<file path="src/sv/kssc_pkg.sv">
// shared types, constants and helpers for the keyword shift substitution cipher
// no dependencies
package kssc_pkg;

  localparam int ALPHA_SIZE = 26;
  localparam int LETTER_W   = 5;

  localparam logic [7:0] CHAR_A = 8'h41;
  localparam logic [7:0] CHAR_Z = 8'h5A;

  typedef enum logic [1:0] {
    FUNC_CLEAR  = 2'd0,
    FUNC_APPEND = 2'd1,
    FUNC_ENCODE = 2'd2
  } func_t;

  typedef logic [LETTER_W-1:0] letter_t;
  typedef letter_t [ALPHA_SIZE-1:0] letter_vec_t;

  // key state as seen by the mapping logic
  typedef struct packed {
    logic [ALPHA_SIZE-1:0] used;
    letter_t               length;
    letter_vec_t           order;
    letter_vec_t           below;
  } key_state_t;

  function automatic logic is_upper(input logic [7:0] b);
    return (b >= CHAR_A) && (b <= CHAR_Z);
  endfunction

endpackage

</file>
<file path="src/sv/kssc_map.sv">
// combinational letter mapping: shift, key lookup, rank search over free letters
// depends on kssc_pkg
module kssc_map (
  input  logic [7:0]              byte_in,
  input  logic [4:0]              shift_amt,
  input  kssc_pkg::key_state_t    key_st,
  output logic [7:0]              byte_out
);

  logic                            up;
  kssc_pkg::letter_t               idx;
  kssc_pkg::letter_t               dist_m;
  kssc_pkg::letter_t               q;
  kssc_pkg::letter_t               rank;
  logic                            in_key;
  logic [kssc_pkg::ALPHA_SIZE-1:0] hit;
  kssc_pkg::letter_t               free_letter;
  kssc_pkg::letter_t               letter;
  logic [7:0]                      diff;

  always_comb begin
    up     = kssc_pkg::is_upper(byte_in);
    diff   = byte_in - kssc_pkg::CHAR_A;
    idx    = diff[4:0];
    dist_m = (shift_amt >= 5'(kssc_pkg::ALPHA_SIZE))
             ? shift_amt - 5'(kssc_pkg::ALPHA_SIZE) : shift_amt;
    if (idx >= dist_m) begin
      q = idx - dist_m;
    end else begin
      q = idx + 5'(kssc_pkg::ALPHA_SIZE) - dist_m;
    end
    in_key = q < key_st.length;
    rank   = q - key_st.length;
  end

  // a free letter n has rank n minus the key letters below it
  always_comb begin
    free_letter = '0;
    for (int n = 0; n < kssc_pkg::ALPHA_SIZE; n++) begin
      hit[n] = !key_st.used[n] && ((5'(n) - key_st.below[n]) == rank);
      if (hit[n]) begin
        free_letter = free_letter | 5'(n);
      end
    end
  end

  always_comb begin
    letter   = in_key ? key_st.order[q] : free_letter;
    byte_out = up ? (kssc_pkg::CHAR_A + {3'b000, letter}) : byte_in;
  end

endmodule

</file>
<file path="src/sv/keyword_shift_substitution_cipher.sv">
// an accepted item passes the input register and then the result register; throughput: one item
// per cycle, except while an encode in the input register waits behind a stalled result
// input register, then key update or mapping in one pass, then the result register
// clear and append produce no result and never wait on the result side
// reset (rst_n low, synchronous) clears distance, key mask, key length and valids
// the key letter store is not cleared; only entries below the key length are read
module keyword_shift_substitution_cipher (
  input  logic       clk,
  input  logic       rst_n,
  input  logic       cfg_valid,
  output logic       cfg_ready,
  input  logic [4:0] cfg_shift_distance,
  input  logic       in_valid,
  output logic       in_stall,
  input  logic [1:0] in_func,
  input  logic [7:0] in_byte,
  output logic       out_valid,
  input  logic       out_stall,
  output logic [7:0] out_byte
);

  logic [4:0]                      shift_dist_r;
  logic                            s1_valid_r;
  kssc_pkg::func_t                 s1_func_r;
  logic [7:0]                      s1_byte_r;
  logic                            out_valid_r, out_valid_nxt;
  logic [7:0]                      out_byte_r;
  logic [kssc_pkg::ALPHA_SIZE-1:0] used_r, used_nxt;
  kssc_pkg::letter_t               length_r, length_nxt;
  kssc_pkg::letter_vec_t           order_r, order_nxt;
  kssc_pkg::letter_vec_t           below_r, below_nxt;

  logic                            s1_encode;
  logic                            advance;
  logic                            in_accept;
  logic                            do_step;
  kssc_pkg::key_state_t            key_st;
  logic [7:0]                      map_byte;
  logic [7:0]                      app_diff;
  kssc_pkg::letter_t               app_letter;
  logic                            app_ok;

  assign cfg_ready = 1'b1;

  assign s1_encode = (s1_func_r == kssc_pkg::FUNC_ENCODE);
  assign advance   = !s1_encode || !out_valid_r || !out_stall;
  assign in_stall  = s1_valid_r && !advance;
  assign in_accept = in_valid && !in_stall;
  assign do_step   = s1_valid_r && advance;

  assign key_st.used   = used_r;
  assign key_st.length = length_r;
  assign key_st.order  = order_r;
  assign key_st.below  = below_r;

  kssc_map u_map (
    .byte_in   (s1_byte_r),
    .shift_amt (shift_dist_r),
    .key_st    (key_st),
    .byte_out  (map_byte)
  );

  always_ff @(posedge clk) begin
    if (!rst_n) begin
      shift_dist_r <= '0;
    end else if (cfg_valid && cfg_ready) begin
      shift_dist_r <= cfg_shift_distance;
    end
  end

  // input register
  always_ff @(posedge clk) begin
    if (!rst_n) begin
      s1_valid_r <= 1'b0;
    end else if (!in_stall) begin
      s1_valid_r <= in_valid;
    end
  end

  always_ff @(posedge clk) begin
    if (in_accept) begin
      s1_func_r <= kssc_pkg::func_t'(in_func);
      s1_byte_r <= in_byte;
    end
  end

  // key update
  always_comb begin
    app_diff   = s1_byte_r - kssc_pkg::CHAR_A;
    app_letter = app_diff[4:0];
    app_ok     = kssc_pkg::is_upper(s1_byte_r) && !used_r[app_letter]
                 && (length_r < 5'(kssc_pkg::ALPHA_SIZE));
    used_nxt   = used_r;
    length_nxt = length_r;
    order_nxt  = order_r;
    below_nxt  = below_r;
    if (do_step) begin
      unique case (s1_func_r)
        kssc_pkg::FUNC_CLEAR: begin
          used_nxt   = '0;
          length_nxt = '0;
          below_nxt  = '0;
        end
        kssc_pkg::FUNC_APPEND: begin
          if (app_ok) begin
            used_nxt[app_letter]  = 1'b1;
            length_nxt            = length_r + 5'd1;
            order_nxt[length_r]   = app_letter;
            for (int k = 0; k < kssc_pkg::ALPHA_SIZE; k++) begin
              if (5'(k) > app_letter) begin
                below_nxt[k] = below_r[k] + 5'd1;
              end
            end
          end
        end
        default: begin
        end
      endcase
    end
  end

  always_ff @(posedge clk) begin
    if (!rst_n) begin
      used_r   <= '0;
      length_r <= '0;
      below_r  <= '0;
    end else begin
      used_r   <= used_nxt;
      length_r <= length_nxt;
      below_r  <= below_nxt;
    end
  end

  always_ff @(posedge clk) begin
    order_r <= order_nxt;
  end

  // result register
  always_comb begin
    priority if (do_step && s1_encode) begin
      out_valid_nxt = 1'b1;
    end else if (!out_stall) begin
      out_valid_nxt = 1'b0;
    end else begin
      out_valid_nxt = out_valid_r;
    end
  end

  always_ff @(posedge clk) begin
    if (!rst_n) begin
      out_valid_r <= 1'b0;
    end else begin
      out_valid_r <= out_valid_nxt;
    end
  end

  always_ff @(posedge clk) begin
    if (do_step && s1_encode) begin
      out_byte_r <= map_byte;
    end
  end

  assign out_valid = out_valid_r;
  assign out_byte  = out_byte_r;

endmodule

</file>
<file path="config.mk">
export PLATFORM = sky130hd
export DESIGN_NAME = keyword_shift_substitution_cipher
export DESIGN_NICKNAME = d
export VERILOG_FILES = /design/src/sv/kssc_pkg.sv /design/src/sv/kssc_map.sv /design/src/sv/keyword_shift_substitution_cipher.sv
export SDC_FILE = /design/constraint.sdc
export NUM_CORES = 1
export LEC_CHECK = 0
export BUFFER_PORTS_ARGS = -buffer_cell sky130_fd_sc_hd__buf_2
export CAP_MARGIN = 25
export CELL_PAD_IN_SITES_DETAIL_PLACEMENT = 0
export CELL_PAD_IN_SITES_GLOBAL_PLACEMENT = 1
export CORE_MARGIN = 10
export CORE_UTILIZATION = 55
export DETAILED_ROUTE_END_ITERATION = 7
export PLACE_DENSITY = 0.95
export SLEW_MARGIN = 20
export SYNTH_ARGS = -nofsm -noshare
export SYNTH_HDL_FRONTEND = slang
export SYNTH_HIERARCHICAL = 1
export SYNTH_SLANG_ARGS = --single-unit
</file>
<file path="constraint.sdc">
create_clock -name clk -period 12.27 [get_ports clk]
set_input_delay 3.0675 -clock clk [delete_from_list [all_inputs] [get_ports clk]]
set_output_delay 3.0675 -clock clk [all_outputs]
set_load 0.05 [all_outputs]
</file>
Word level (Yosys, flattened, before mapping):

Index checks and enable logic that the tools add are counted.

* bits in registers: 316
* bits in latches: 0
* RAM bits: 0
* memory bits (read-only): 0
* input port bits: 20
* output and inout bits: 11
* logic and storage cells: 482
* memories: 0

* add/sub/neg operators: 59
* $mul: 0
* div/mod/pow operators: 0
* order comparisons: 37
* equality and inequality tests: 60
* shift operators: 0
* muxes and demuxes: 169
* bitwise operators: 1
* reduce and logical (&&, ||, !) cells: 96

Operator list (count)
* 130-bit two-way mux: 9
* 5-bit two-way mux: 125
* 130-bit case mux with 2 select lines: 1
* 5-bit by 1-bit adder with 5-bit output, second input constant: 27
* 130-bit bitwise mux: 1
* 5-bit equality test: 25
* 26-bit two-way mux: 4
* 4-bit AND reduction: 26
* 3-bit inequality test, second input constant: 27
* 26-bit case mux with 2 select lines: 1
* 5-bit greater-than comparator, first input constant: 10
* 5-bit subtractor, first input constant: 10
* 4-bit by 5-bit greater-than comparator with 1-bit output, first input constant: 8
* 4-bit by 5-bit subtractor with 5-bit output, first input constant: 8
* 1-bit logical AND: 34
* 4-bit two-way mux: 8
* 1-bit logical NOT: 31
* 26-bit bitwise OR: 1
* 5-bit binary-select mux with 5-bit select: 1
* 5-bit demux with 5-bit select: 1
* 3-bit by 5-bit greater-than comparator with 1-bit output, first input constant: 4
* 3-bit by 5-bit subtractor with 5-bit output, first input constant: 4
* 5-bit by 6-bit < comparator with 1-bit output, second input constant: 3
* 5-bit subtractor: 3
* other kinds (30): 50

Logic depth before layout (Yosys ltp):

* depth in word-level cells: 35
* gate-level depth with buffers: 31

Modules after synthesis:

Netlist, hierarchy kept.

By module, submodules not included
* keyword_shift_substitution_cipher: times used 1, cells each 1278, area an instance 13678.1 sq um
* kssc_map: times used 1, cells each 681, area an instance 5525.3 sq um

Worst setup path after synthesis:

No wires, ideal clock.

* path type: input-to-output
* start point: input port out_stall
* end point: output port in_stall
* arrival: 4.309 ns
* required time: 9.202 ns
* path slack: 4.894 ns
* cell stages on the path: 2
* cell sequence: nand2_1 -> nor3_1

* longest elaborated chain between the ends: 4

Ends and longest elaborated chain
* start, declared: line keyword_shift_substitution_cipher.sv:18 `input logic out_stall,`
* 1-bit logical NOT
* 1-bit logical OR: line keyword_shift_substitution_cipher.sv:46 `assign advance = !s1_encode || !out_valid_r || !out_stall;`
* 1-bit logical NOT: line keyword_shift_substitution_cipher.sv:47 `assign in_stall = s1_valid_r && !advance;`
* 1-bit logical AND: line keyword_shift_substitution_cipher.sv:47
* end, declared: line keyword_shift_substitution_cipher.sv:14 `output logic in_stall,`

No other way between the ends.

Worst setup path after layout:

* start point: register s1_byte_r[1]
* end point: register out_byte_r[4], in the netlist out_byte[4], data pin

* longest elaborated chain between the ends: 35
* elaborated cells between the ends (all ways): 91

Ends and longest elaborated chain
* start, declared: line keyword_shift_substitution_cipher.sv:25 `logic [7:0] s1_byte_r;`
* start signal, assigned: line keyword_shift_substitution_cipher.sv:83 `s1_byte_r <= in_byte;`
* 5-bit by 1-bit subtractor with 5-bit output: line kssc_map.sv:23 `diff = byte_in - kssc_pkg::CHAR_A;`
* 5-bit adder: line kssc_map.sv:30 `q = idx + 5'(kssc_pkg::ALPHA_SIZE) - dist_m;`
* 5-bit subtractor: line kssc_map.sv:30
* 5-bit two-way mux: line kssc_map.sv:27 `if (idx >= dist_m) begin`
* 5-bit subtractor: line kssc_map.sv:33 `rank = q - key_st.length;`
* 5-bit equality test: line kssc_map.sv:40 `hit[n] = !key_st.used[n] && ((5'(n) - key_st.below[n]) == rank);`
* 1-bit logical AND: line kssc_map.sv:40
* 1-bit two-way mux: line kssc_map.sv:41 `if (hit[n]) begin`
* 2-bit two-way mux (2 in series): line kssc_map.sv:41
* 3-bit two-way mux (4 in series): line kssc_map.sv:41
* 4-bit two-way mux (8 in series): line kssc_map.sv:41
* 5-bit two-way mux (10 in series): line kssc_map.sv:41
* 5-bit two-way mux: line kssc_map.sv:48 `letter = in_key ? key_st.order[q] : free_letter;`
* 7-bit by 5-bit adder with 8-bit output: line kssc_map.sv:49 `byte_out = up ? (kssc_pkg::CHAR_A + {3'b000, letter}) : byte_in;`
* 8-bit two-way mux (*): line kssc_map.sv:49
* via map_byte[4]: line keyword_shift_substitution_cipher.sv:38 `logic [7:0] map_byte;`
* end signal, assigned: line keyword_shift_substitution_cipher.sv:159 `out_byte_r <= map_byte;`
* end, declared: line keyword_shift_substitution_cipher.sv:27 `logic [7:0] out_byte_r;`

The timed path passes the listed nets; every way through them passes the cells marked *. The select of a mux whose other input is x is not followed.
A chain may end at the register's enable or synchronous reset.

==> impl_metrics.env <==
export IMPL_io_buffers=29
export IMPL_r2r_cells=22
export IMPL_crit_buf_inv=3
export IMPL_grt_ovfl_total=0
export IMPL_antenna_found_initial=2
export IMPL_wl_um=55800
export IMPL_nets=2025
export IMPL_cts_root_buf="clkbuf_16"
export IMPL_vdd_drop_max_v=0.000107
export IMPL_r2r_end="out_byte[4]"
export IMPL_place_congestion=1.00
export IMPL_cp_slowest_cell="o2bb2ai_4"
export IMPL_clk_latency_ns=0.55
export IMPL_dp_hpwl_um=38600
export IMPL_timing_worst_setup_path_type="reg -> reg"
export IMPL_cp_required_ns=12.55
export IMPL_worstSetupStartpointType="flip-flop"
export IMPL_p_leak_nw=7.40
export IMPL_clk_pin_slew_worst_paths_ns=0.06
export IMPL_clock_sinks=311
export IMPL_die_area_um2=42300
export IMPL_worstMarginPinSlew_ns=1.05
export IMPL_initial_utilization=0.561
export IMPL_cts_htree_levels=2
export IMPL_grt_max_degree=50
export IMPL_slew_headroom=0.299
export IMPL_area_growth_synth_to_final_pct=8.59
export IMPL_placed_cell_area_um2=19400
export IMPL_post_cts_resized=0
export IMPL_synth_area_per_cell_um2=9.83
export IMPL_holdBufCountCts=0
export IMPL_fin_crit_sh=0.632
export IMPL_grt_pass1_vias=14900
export IMPL_cts_made_buffers=35
export IMPL_setup_viol=0
export IMPL_critical_path_arrival_ns=8.04
export IMPL_dr_wl_met3_um=5380
export IMPL_post_route_cell_area_um2=20600
export IMPL_path_cells="inv_1, ha_1, xor2_1, ha_1, xnor2_1, ha_1, a21oi_1, xnor2_1, o32ai_2, inv_2, ha_1, o2bb2ai_4, xnor3_1, or3_1, a21oi_1, nor4_1, a311oi_1, and3_1, ha_1, inv_1, o31a_1, o31a_1"
export IMPL_pwr_share_comb=0.340
export IMPL_antenna_left=0
export IMPL_fill_cells=2770
export IMPL_grtUsageTotal=0.261
export IMPL_instances_no_fill=2398
export IMPL_wl_met2_um=25500
export IMPL_synthCells=1928
export IMPL_pin_count=31
export IMPL_endpoint_kind="flip-flop"
export IMPL_final_layout_size_suffix_gt1_frac=0.108
export IMPL_switching_share=0.336
export IMPL_mostFrequentLayoutCells="dfxtp_1 (163), nand2_1 (157), edfxtp_1 (148)"
export IMPL_status="finished, final reports clean"
export IMPL_post_drt_wl_per_cell_um=23.3
export IMPL_power_switching_w=0.00110
export IMPL_crit_fanout=16
export IMPL_r2r_slack_ns=4.51
export IMPL_cts_buffer_depth=3
export IMPL_rsz0062_at_grt="no"
export IMPL_max_stage_delay_ns=0.75
export IMPL_clock_skew_ns=0.0253
export IMPL_syn_nets=2029
export IMPL_fp_dieH_um=206
export IMPL_critPathMostFrequentCell="ha_1"
export IMPL_slew_violations=0
export IMPL_syn_area_um2=19000
export IMPL_cts_tree="done"
export IMPL_hold_viol=0
export IMPL_vias_per_cell=6.63
export IMPL_core_um2=33800
export IMPL_max_freq_mhz=129
export IMPL_drt_iter0_markers=1557
export IMPL_row_count=67
export IMPL_drc_errors=0
export IMPL_grt_pass1_wl_um=86300
export IMPL_clockPowerShare=0.320
export IMPL_top_layer_used="met4"
export IMPL_vias=15900
export IMPL_wl_met1_um=22300
export IMPL_tns_ns=0
export IMPL_p_per_area_nw_per_um2=158
export IMPL_holdPathEnd="used_r[0]"
export IMPL_holdPathStages=2
export IMPL_worstHoldStart="used_r[0]"
export IMPL_yosys_warnings=6
export IMPL_cellInternalPower_w=0.00216
export IMPL_mostFrequentLayoutCell="dfxtp_1"
export IMPL_seqPwrFrac=0.340
export IMPL_dr_pass1_iters=6
export IMPL_hold_path_class="reg -> reg"
export IMPL_timing_rr_start="s1_byte_r[1]"
export IMPL_placed_cells=2332
export IMPL_die_w_um=206
export IMPL_cpLargestDelayFamily="compound AO/OA/AOI/OAI gates"
export IMPL_maxCapViolCount=0
export IMPL_postCtsSetupRepairBufs=0
export IMPL_timing_final_crit_period_ns=7.76
power by group through the flow:
| stage | Clock, W | Combinational [W] | Sequential (W) |
|---|---|---|---|
| after floorplan | 0 | 0.000825 | 0.00113 |
| after global placement | 0 | 0.00105 | 0.00113 |
| after detailed placement | 0 | 0.00107 | 0.00113 |
| after CTS | 0.00106 | 0.00107 | 0.00111 |
| after global routing | 0.00109 | 0.00116 | 0.00111 |
| final | 0.00104 | 0.00111 | 0.00111 |
layout make-up:
class	instances	area [µm²]	area share
multi-input combinational	1405	10300	0.502
sequential	311	7710	0.374
clock buffer	49	998	0.0485
tap	448	561	0.0272
timing repair buffer	68	444	0.0216
inverter	103	394	0.0191
clock inverter	13	139	0.00675
antenna	1	2.50	0.000122
per-stage QoR:
stage / total power [W] / setup slack, ns / hold slack, ns / utilization
6_report: 0.00326 / 4.51 / 0.458 / 0.609
5_1_grt: 0.00337 / 4.16 / 0.475 / 0.609
4_1_cts: 0.00324 / 4.69 / 0.458 / 0.608
3_5_place_dp: 0.00220 / 4.71 / 0.445 / 0.575
3_3_place_gp: 0.00218 / 4.87 / 0.437 / 0.575
2_1_floorplan: 0.00195 / 4.89 / 0.425 / -
worst max path at each step:
stage                     depth (start not counted)         start  slack (ns)          end
after floorplan                                   2     out_stall        4.89     in_stall
after global placement                           20  s1_byte_r[1]        4.87  out_byte[4]
after detailed placement                         22  s1_byte_r[1]        4.71  out_byte[4]
after CTS                                        22  s1_byte_r[1]        4.69  out_byte[4]
after global routing                             22  s1_byte_r[1]        4.16  out_byte[4]
final                                            22  s1_byte_r[1]        4.51  out_byte[4]
layer usage:
| layer | up-vias | GRT usage |
|---|---|---|
| li1 | 7189 | - |
| met1 | 7704 | 0.344 |
| met2 | 835 | 0.414 |
| met3 | 161 | 0.0436 |
| met4 | 0 | 0.122 |
| met5 | - | 0 |
tightest hold or removal path, stage by stage (launching register included):
cell	delay, ns
dfxtp_1	0.32
nand2_1	0.04
o21ai_0	0.06
flip-flops by register name, summed over array words and instances, names as in the netlist:
signal	count
s1_func_r	2
key_st	130
below_r	125
length_r	5
out_valid	1
out_byte	8
used_r	26
s1_byte_r	8
shift_dist_r	5
s1_valid_r	1
(Power assumes the default switching activity.)
